===== src/sv/vlfs_pkg.sv =====
`timescale 1ns / 1ps
// ----------------------------------------------------------------------------
// vlfs_pkg
// Types, codes and tables shared by the video lock / format search logic.
// ----------------------------------------------------------------------------
package vlfs_pkg;

  localparam int unsigned DWELL_W  = 16;
  localparam int unsigned FMT_W    = 3;
  localparam int unsigned STATUS_W = 8;

  localparam logic [DWELL_W-1:0] DWELL_MAX        = 16'hFFFF;
  localparam logic [DWELL_W-1:0] THRESHOLD_RESET  = 16'd50;
  localparam logic [FMT_W-1:0]   FMT_IDX_LAST     = 3'd5;
  localparam logic [FMT_W-1:0]   FMT_IDX_RESET    = 3'd1;
  localparam logic [FMT_W-1:0]   FMT_CODE_RESET   = 3'd3;   // HD30
  localparam logic               STD_CODE_RESET   = 1'b1;   // HDA

  localparam int unsigned LOSS_BIT = 7;

  // output link state codes
  localparam logic [1:0] LINK_UNPLUG = 2'd0;
  localparam logic [1:0] LINK_IN     = 2'd1;
  localparam logic [1:0] LINK_LOCKED = 2'd2;
  localparam logic [1:0] LINK_UNLOCK = 2'd3;

  // wait classes
  localparam logic [1:0] WAIT_NONE  = 2'd0;
  localparam logic [1:0] WAIT_SHORT = 2'd1;
  localparam logic [1:0] WAIT_LONG  = 2'd2;

  typedef enum logic [3:0] {
    LS_UNPLUG = 4'b0001,
    LS_IN     = 4'b0010,
    LS_LOCKED = 4'b0100,
    LS_UNLOCK = 4'b1000
  } link_st_t;

  typedef struct packed {
    link_st_t           link;
    logic [DWELL_W-1:0] dwell;
    logic               std_idx;
    logic [FMT_W-1:0]   fmt_idx;
    logic [FMT_W-1:0]   cur_fmt;
    logic               cur_std;
  } vlfs_state_t;

  typedef struct packed {
    logic [DWELL_W-1:0] dwell_value;
    logic [1:0]         wait_class;
    logic               standard_code;
    logic [FMT_W-1:0]   format_code;
    logic               reinit_request;
    logic [1:0]         link_state;
  } vlfs_result_t;

  function automatic logic [1:0] link_code(input link_st_t st);
    logic [1:0] code;
    case (st)
      LS_UNPLUG: code = LINK_UNPLUG;
      LS_IN:     code = LINK_IN;
      LS_LOCKED: code = LINK_LOCKED;
      LS_UNLOCK: code = LINK_UNLOCK;
      default:   code = LINK_UNPLUG;
    endcase
    return code;
  endfunction

  // format table order: PAL, NTSC, HD30, HD25, FHD30, FHD25
  function automatic logic [FMT_W-1:0] fmt_code(input logic [FMT_W-1:0] idx);
    logic [FMT_W-1:0] code;
    case (idx)
      3'd0:    code = 3'd0;
      3'd1:    code = 3'd1;
      3'd2:    code = 3'd3;
      3'd3:    code = 3'd2;
      3'd4:    code = 3'd5;
      3'd5:    code = 3'd4;
      default: code = 3'd0;
    endcase
    return code;
  endfunction

endpackage


===== src/sv/vlfs_step.sv =====
`timescale 1ns / 1ps
// ----------------------------------------------------------------------------
// vlfs_step
// Next-state and result logic for one status poll.
// ----------------------------------------------------------------------------
module vlfs_step import vlfs_pkg::*; (
  input  vlfs_state_t         cur,
  input  logic [STATUS_W-1:0] status,
  input  logic [DWELL_W-1:0]  threshold,
  output vlfs_state_t         nxt,
  output vlfs_result_t        res
);

  vlfs_state_t        mid;
  logic [DWELL_W-1:0] dwell_bump;
  logic               check;
  logic               search;

  assign dwell_bump = (cur.dwell == DWELL_MAX) ? cur.dwell : cur.dwell + 1'b1;

  always_comb begin
    mid   = cur;
    check = 1'b1;
    if (status[LOSS_BIT]) begin
      mid.link  = LS_UNPLUG;
      mid.dwell = 16'd1;
    end else if (status[6] || status[5]) begin
      case (cur.link)
        LS_LOCKED: begin
          mid.dwell = dwell_bump;
          check     = 1'b0;
        end
        LS_UNPLUG: begin
          mid.link  = LS_IN;
          mid.dwell = '0;
        end
        default: begin
          mid.link  = LS_LOCKED;
          mid.dwell = '0;
        end
      endcase
    end else begin
      case (cur.link)
        LS_UNPLUG: begin
          mid.link  = LS_IN;
          mid.dwell = '0;
        end
        LS_LOCKED: begin
          mid.link  = LS_UNLOCK;
          mid.dwell = '0;
        end
        LS_IN: begin
          mid.dwell = dwell_bump;
        end
        default: begin
          mid.link  = LS_IN;
          mid.dwell = '0;
        end
      endcase
    end
  end

  // entering unlock always moves the search on
  assign search = check && ((mid.dwell >= threshold) || (mid.link == LS_UNLOCK));

  always_comb begin
    nxt = mid;
    if (search) begin
      nxt.std_idx = ~mid.std_idx;
      nxt.fmt_idx = (mid.fmt_idx >= FMT_IDX_LAST) ? '0 : mid.fmt_idx + 1'b1;
      nxt.cur_std = mid.std_idx;       // table {HDA, TVI} indexed by new index
      nxt.cur_fmt = fmt_code(nxt.fmt_idx);
      nxt.dwell   = '0;
    end
  end

  always_comb begin
    res.link_state     = link_code(nxt.link);
    res.reinit_request = search;
    res.format_code    = nxt.cur_fmt;
    res.standard_code  = nxt.cur_std;
    res.wait_class     = !check ? WAIT_NONE : (search ? WAIT_LONG : WAIT_SHORT);
    res.dwell_value    = nxt.dwell;
  end

endmodule


===== src/sv/video_lock_format_search_core.sv =====
`timescale 1ns / 1ps
// ----------------------------------------------------------------------------
// video_lock_format_search_core
// Link watchdog that steps through video formats and standards until lock.
// ----------------------------------------------------------------------------
// Takes one status word per cycle and returns one result word per status word,
// in the cycle after acceptance. The poll is evaluated by a short block of logic
// from the link state registers straight into a single output register, so
// input and output run at one word per clock; in_tready drops only while a
// result sits in the output register and out_tready is low. search_threshold
// is written through cfg_wr_en/cfg_wr_data and should change only when idle.
module video_lock_format_search_core import vlfs_pkg::*; (
  input  logic        clk,
  input  logic        rst_n,
  input  logic        cfg_wr_en,
  input  logic [15:0] cfg_wr_data,     // search_threshold
  input  logic        in_tvalid,
  output logic        in_tready,
  input  logic [7:0]  in_tdata,        // [7:0] status_byte
  output logic        out_tvalid,
  input  logic        out_tready,
  output logic [31:0] out_tdata        // [1:0] link_state, [2] reinit_request,
                                       // [5:3] format_code, [6] standard_code,
                                       // [8:7] wait_class, [24:9] dwell_value
);

  vlfs_state_t        st_r, st_nxt;
  vlfs_result_t       res_r, res_nxt;
  logic [DWELL_W-1:0] threshold_r;
  logic               out_valid_r;
  logic               in_acc;

  assign in_tready = !out_valid_r || out_tready;
  assign in_acc    = in_tvalid && in_tready;

  vlfs_step u_step (
    .cur       (st_r),
    .status    (in_tdata),
    .threshold (threshold_r),
    .nxt       (st_nxt),
    .res       (res_nxt)
  );

  always_ff @(posedge clk) begin
    if (!rst_n) begin
      threshold_r <= THRESHOLD_RESET;
      st_r.link    <= LS_UNPLUG;
      st_r.dwell   <= '0;
      st_r.std_idx <= 1'b0;
      st_r.fmt_idx <= FMT_IDX_RESET;
      st_r.cur_fmt <= FMT_CODE_RESET;
      st_r.cur_std <= STD_CODE_RESET;
      out_valid_r  <= 1'b0;
    end else begin
      if (cfg_wr_en) begin
        threshold_r <= cfg_wr_data;
      end
      if (in_acc) begin
        st_r        <= st_nxt;
        out_valid_r <= 1'b1;
      end else if (out_tready) begin
        out_valid_r <= 1'b0;
      end
    end
  end

  always_ff @(posedge clk) begin
    if (in_acc) begin
      res_r <= res_nxt;
    end
  end

  assign out_tvalid = out_valid_r;
  assign out_tdata  = {7'd0, res_r};

endmodule


===== config.mk =====
export PLATFORM = sky130hd
export DESIGN_NAME = video_lock_format_search_core
export DESIGN_NICKNAME = d
export VERILOG_FILES = /design/src/sv/vlfs_pkg.sv /design/src/sv/vlfs_step.sv /design/src/sv/video_lock_format_search_core.sv
export SDC_FILE = /design/constraint.sdc
export NUM_CORES = 1
export LEC_CHECK = 0
export BUFFER_PORTS_ARGS = -buffer_cell sky130_fd_sc_hd__buf_4
export CAP_MARGIN = 20
export CORE_UTILIZATION = 30
export CTS_CLUSTER_SIZE = 8
export DETAILED_ROUTE_END_ITERATION = 12
export SYNTH_ARGS = -nofsm -noshare
export SYNTH_HDL_FRONTEND = slang
export SYNTH_SLANG_ARGS = --single-unit

===== constraint.sdc =====
create_clock -name clk -period 4 [get_ports clk]
set_input_delay 0.2 -clock clk [delete_from_list [all_inputs] [get_ports clk]]
set_output_delay 0.2 -clock clk [all_outputs]
set_load 0.01 [all_outputs]

Word level (Yosys, flattened, before mapping)
Cells that the tools add are included.

Reductions and logical operators: 8. Add/subtract/negate cells: 2. Bitwise gates (word level): 1. Equal/unequal tests: 12. Order comparisons: 2. Mux-type cells: 17.

Operators by type and width (number): 16-bit 2-to-1 mux (3); 20-bit 2-to-1 mux (2); 24-bit 2-to-1 mux (1); 16-bit by 1-bit adder with 16-bit output (second input constant) (1); 16-bit == test (second input constant) (1); 16-bit greater-or-equal comparator (1); 4-bit one-hot mux with 2 select lines (2); 3-bit one-hot mux with 5 select lines (1); 4-bit by 2-bit == test with 1-bit output (second input constant) (2); 4-bit by 3-bit == test with 1-bit output (second input constant) (2); 3-bit by 2-bit == test with 1-bit output (second input constant) (2); 3-bit == test (second input constant) (2); 2-bit one-hot mux with 3 select lines (1); 1-bit 2-to-1 mux (5); 4-bit by 1-bit == test with 1-bit output (second input constant) (1); 4-bit == test (second input constant) (1); 3-bit by 1-bit adder with 3-bit output (second input constant) (1); 3-bit by 1-bit == test with 1-bit output (second input constant) (1); 3-bit greater-or-equal comparator (second input constant) (1); 1-bit logical OR (3); 3-bit 2-to-1 mux (1); 1-bit logical AND (2); 2-bit 2-to-1 mux (1); 2-bit AND reduction (1); 3 further kinds (3).

Output and inout port bits: 34. Register bits after elaboration: 70. Bits of input ports: 29.

Logic depth before layout (Yosys ltp)
Word-level depth: 9. Gate-level depth with buffers: 17. Mapped depth without buffers: 15.

By module
A second synthesis with hierarchy kept.

Cells, all modules: 427. Area total of the unflattened synthesis: 4065.1 um^2.

Modules (own cells, without submodules): video_lock_format_search_core (seq. area each 1651.6 um^2, cells an instance 212, times used 1, area each 2571.2 um^2); vlfs_step (seq. area each 0.0 um^2, cells an instance 215, times used 1, area each 1493.9 um^2).

Worst setup path after synthesis
No wires, ideal clock.

Kind: register to register. Start: register st_r[8] in the netlist's numbering. End: register res_r (netlist bit out_tdata[3]) (data pin). Data arrival time: 3.509 ns. Period minus slack after synthesis: 3.762 ns. Stages on the path, launching flop included: 18. Slack: 0.238 ns. Setup time: 0.253 ns. Required time: 3.747 ns. Buffers on the path: 2. Cells stage by stage: dfxtp_1 -> ha_1 -> and4_1 -> nand4bb_1 -> clkbuf_1 -> nand3_1 -> xnor2_1 -> nand2b_1 -> inv_1 -> ha_1 -> a21o_1 -> a221o_1 -> a221o_1 -> o41ai_2 -> inv_2 -> clkbuf_1 -> nand2_1 -> nand2_1.

RTL lines: start: declaration (line video_lock_format_search_core.sv:27) `vlfs_state_t st_r, st_nxt;`; start signal: assignment (line video_lock_format_search_core.sv:59) `st_r <= st_nxt;`; end signal: assignment (line video_lock_format_search_core.sv:69) `res_r <= res_nxt;`; end: declaration (line video_lock_format_search_core.sv:28) `vlfs_result_t res_r, res_nxt;`.

Worst setup path after layout
Start: register st_r[10] in the netlist's numbering. End: register st_r[0] in the netlist's numbering.

Word-level cells in the longest chain between the ends: 9. Elaborated cells on any way between the ends: 11.

Ends and longest elaborated chain: 16-bit by 1-bit adder with 16-bit output or 16-bit == test (tied branches) (line vlfs_step.sv:19) `assign dwell_bump = (cur.dwell == DWELL_MAX) ? cur.dwell : cur.dwell + 1'b1;`; 16-bit 2-to-1 mux * (line vlfs_step.sv:19); 16-bit 2-to-1 mux, on equally long branches (line vlfs_step.sv:43, vlfs_step.sv:28); 20-bit 2-to-1 mux * (line vlfs_step.sv:27) `end else if (status[6] || status[5]) begin`; 20-bit 2-to-1 mux * (line vlfs_step.sv:24) `if (status[LOSS_BIT]) begin`; 16-bit greater-or-equal comparator * (line vlfs_step.sv:64) `assign search = check && ((mid.dwell >= threshold) || (mid.link == LS_UNLOCK));`; 1-bit logical OR * (line vlfs_step.sv:64); 1-bit logical AND * (line vlfs_step.sv:64); 24-bit 2-to-1 mux * (line vlfs_step.sv:68) `if (search) begin`.

Mark *: on every way between the ends. The rest lies on a longest branch, timed or not. A chain may end at the register's enable or synchronous reset.

==> reports/results.ini <==
[run_status]
status=complete, but fails checks
violations=design-rule violations

[detailed_routing]
drc_errors=8
antenna_left=0
wirelength_mm=8.00
vias_per_cell=4.90
wire_per_inst_microns=13.6
vias=2889
drt_iter0_drc=120
dr.pass1.iters=8

[clock_tree]
cts-root-buf=clkbuf_16
clk_pin_slew_ps=60
cts_max_path_buffers=2
clkLatencyLatePin_ps=320
cts_sinks=70
cts_tree=yes
numCtsBuffers=9
cts_htree_levels=3

[synthesis]
ys_top_cells_by_count=nor2_1, dfxtp_1, inv_1
synth.largest_area_cell=dfxtp_1
yosys_warnings=0
syn_area_per_cell_sq_um=9.12
synth_flop_cell=dfxtp_1
synth.area.top_cells=dfxtp_1, edfxtp_1, ha_1, nor2_1, mux2i_1
synthMostInstantiatedCell=nor2_1
yosysTopAreaCellShare_pct=25.1
synth_edf_count=25
async_flop_share_pct=0
syn_inst=394
synth_cell_type_count=50
yosysSeqAreaShare_pct=46.0
synth_area_sq_um=3590
synth-seq-cells=70

[worst_setup_path]
reg2reg_depth=14
crit_path_end_kind=flip-flop
critPathLaunchType=flip-flop
crit_required_ps=4210
worstSetupPathType=reg -> reg
critPathMaxFanout=11
worst_ep_arrival_time_ps=4070

[global_routing]
grt_pass1_wl_mm=13.1
antenna_found_initial=0
grt_usage_pct=13.0
grt_overflow=0
grt_max_degree=43
grt_pass1_vias=2715

[place]
gp_congestion=0.844
hpwl_mm=5.63
portBuffers=50
placed_area_sq_um=4100

[floorplan]
core_area_sq_um=11600
rows=39
die_area_sq_um=12400
start_util_pct=31.1
die_x_microns=111
die_h_microns=111
ios=63

[sta]
maxSlewViolCount=0
period_share_pct=96.5
final_hold_viol_count=0
min_period_ps=3860
fmax_mhz=259
setup_tns_ps=0
slew_headroom_pct=33.7
setup_violations=0
final.setup_skew_ps=8.62
worst_slew_pin_slew_ps=992
rsz0062_at_grt=no

[power]
seqPwrFrac_pct=44.5
switchingPower_mw=0.375
pwr-share-comb_pct=7.6
leakage_nw=1.98
clkPwrFrac_pct=47.9
p_int_mw=1.36
power_density_nw_per_um2=386
vdd.ir_drop.worst_uv=201
p_sw_share_pct=21.6

[layout]
diodes=0
area_growth_pct=24.9
final_nets=490
fin_area_sq_um=4490
drive_above_1_share_pct=18.8

[min_path]
hold_depth=3
hold_path_class=in -> reg

[run]
maxCapViolCount=0

==> worst max-delay path: stages, from the launching register on <==
cell and delay, ps:
dfxtp_1 430, and4_4 310, and3_1 280, nand3_1 130, xnor2_1 140, nand2b_1 130, inv_1 60, ha_1 300
a21o_1 160, a221o_1 340, a221o_1 410, o41ai_4 420, buf_4 240, nor2_1 100, o31a_1 300
==> state kept, by name, indices dropped and copies added, names as in the netlist <==
signal	flops
st_r	28
out_tdata	25
threshold_r	16
out_tvalid	1
==> power by group through the flow <==
stage	logic (mW)	clock network (mW)	registers, mW
final	0.132	0.830	0.772
after global routing	0.145	0.880	0.774
after CTS	0.130	0.849	0.772
after detailed placement	0.130	0	0.787
after global placement	0.126	0	0.786
after floorplan	0.0716	0	0.792
==> kinds of logic after synthesis <==
kind of cell             synth area share (%)
AND/OR/NAND/NOR                          22.4
flip-flops                               46.0
buffers and inverters                    7.38
AO/OA/AOI/OAI                            10.7
adder cells (fa/ha/maj)                  6.62
multiplexers                             4.18
XOR/XNOR                                 2.68
other                                   0.104
==> repair_timing <==
item,4_1_cts,5_1_grt
endpoints found under the setup margin,1,12
gates resized for setup,1,11
buffers inserted,0,0
hold buffers,0,0
pin swaps,0,1
==> area by class of cell <==
class | instances | area, sq um
Multi-Input combinational cell | 268 | 1770
Clock buffer | 9 | 225
Clock inverter | 7 | 88.8
Timing Repair Buffer | 57 | 440
Inverter | 36 | 135
Sequential cell | 70 | 1650
Tap cell | 143 | 179
Fill cell | 1139 | 7080
==> stage by stage <==
| step | setup WS (ps) | utilization (%) | hold slack [ps] | total power [mW] | std cells |
|---|---|---|---|---|---|
| after floorplan | 238 | - | 326 | 0.863 | 400 |
| after global placement | 156 | 35.5 | 424 | 0.912 | 574 |
| after detailed placement | 11.9 | 35.5 | 432 | 0.916 | 574 |
| after CTS | 27.6 | 38.3 | 93.7 | 1.75 | 590 |
| after global routing | 1.08 | 38.8 | 105 | 1.80 | 590 |
| final | 140 | 38.8 | 100 | 1.73 | 590 |
==> placed cells by master, fill, tap and decap left out, types with 8 or more instances in the layout <==
| master | count |
|---|---|
| mux2i_1 | 15 |
| o31ai_1 | 17 |
| buf_4 | 56 |
| nand2_1 | 28 |
| o21ai_0 | 8 |
| nand3_1 | 28 |
| nand2b_1 | 8 |
| dfxtp_1 | 45 |
| ha_1 | 19 |
| nand4_1 | 9 |
| inv_1 | 34 |
| clkbuf_16 | 9 |
| edfxtp_1 | 25 |
| nor2_1 | 48 |
==> path summary, 6_finish.rpt <==
kind	start	to	slack [ps]
max	st_r[10]	st_r[0]	140
min	cfg_wr_data[5]	threshold_r[5]	100
max reg2reg	st_r[10]	st_r[0]	140
min reg2reg	st_r[3]	st_r[3]	460
==> per-layer routing <==
metal	wire (microns)	track usage (%)	share of wire (%)	vias to the layer above
met4	116	5.77	1.4	0
li1	-	-	-	1476
met1	3810	18.0	48	1312
met3	496	2.40	6.2	10
met5	0	0	0	-
met2	3580	19.9	45	91
(Power assumes the default switching activity.)
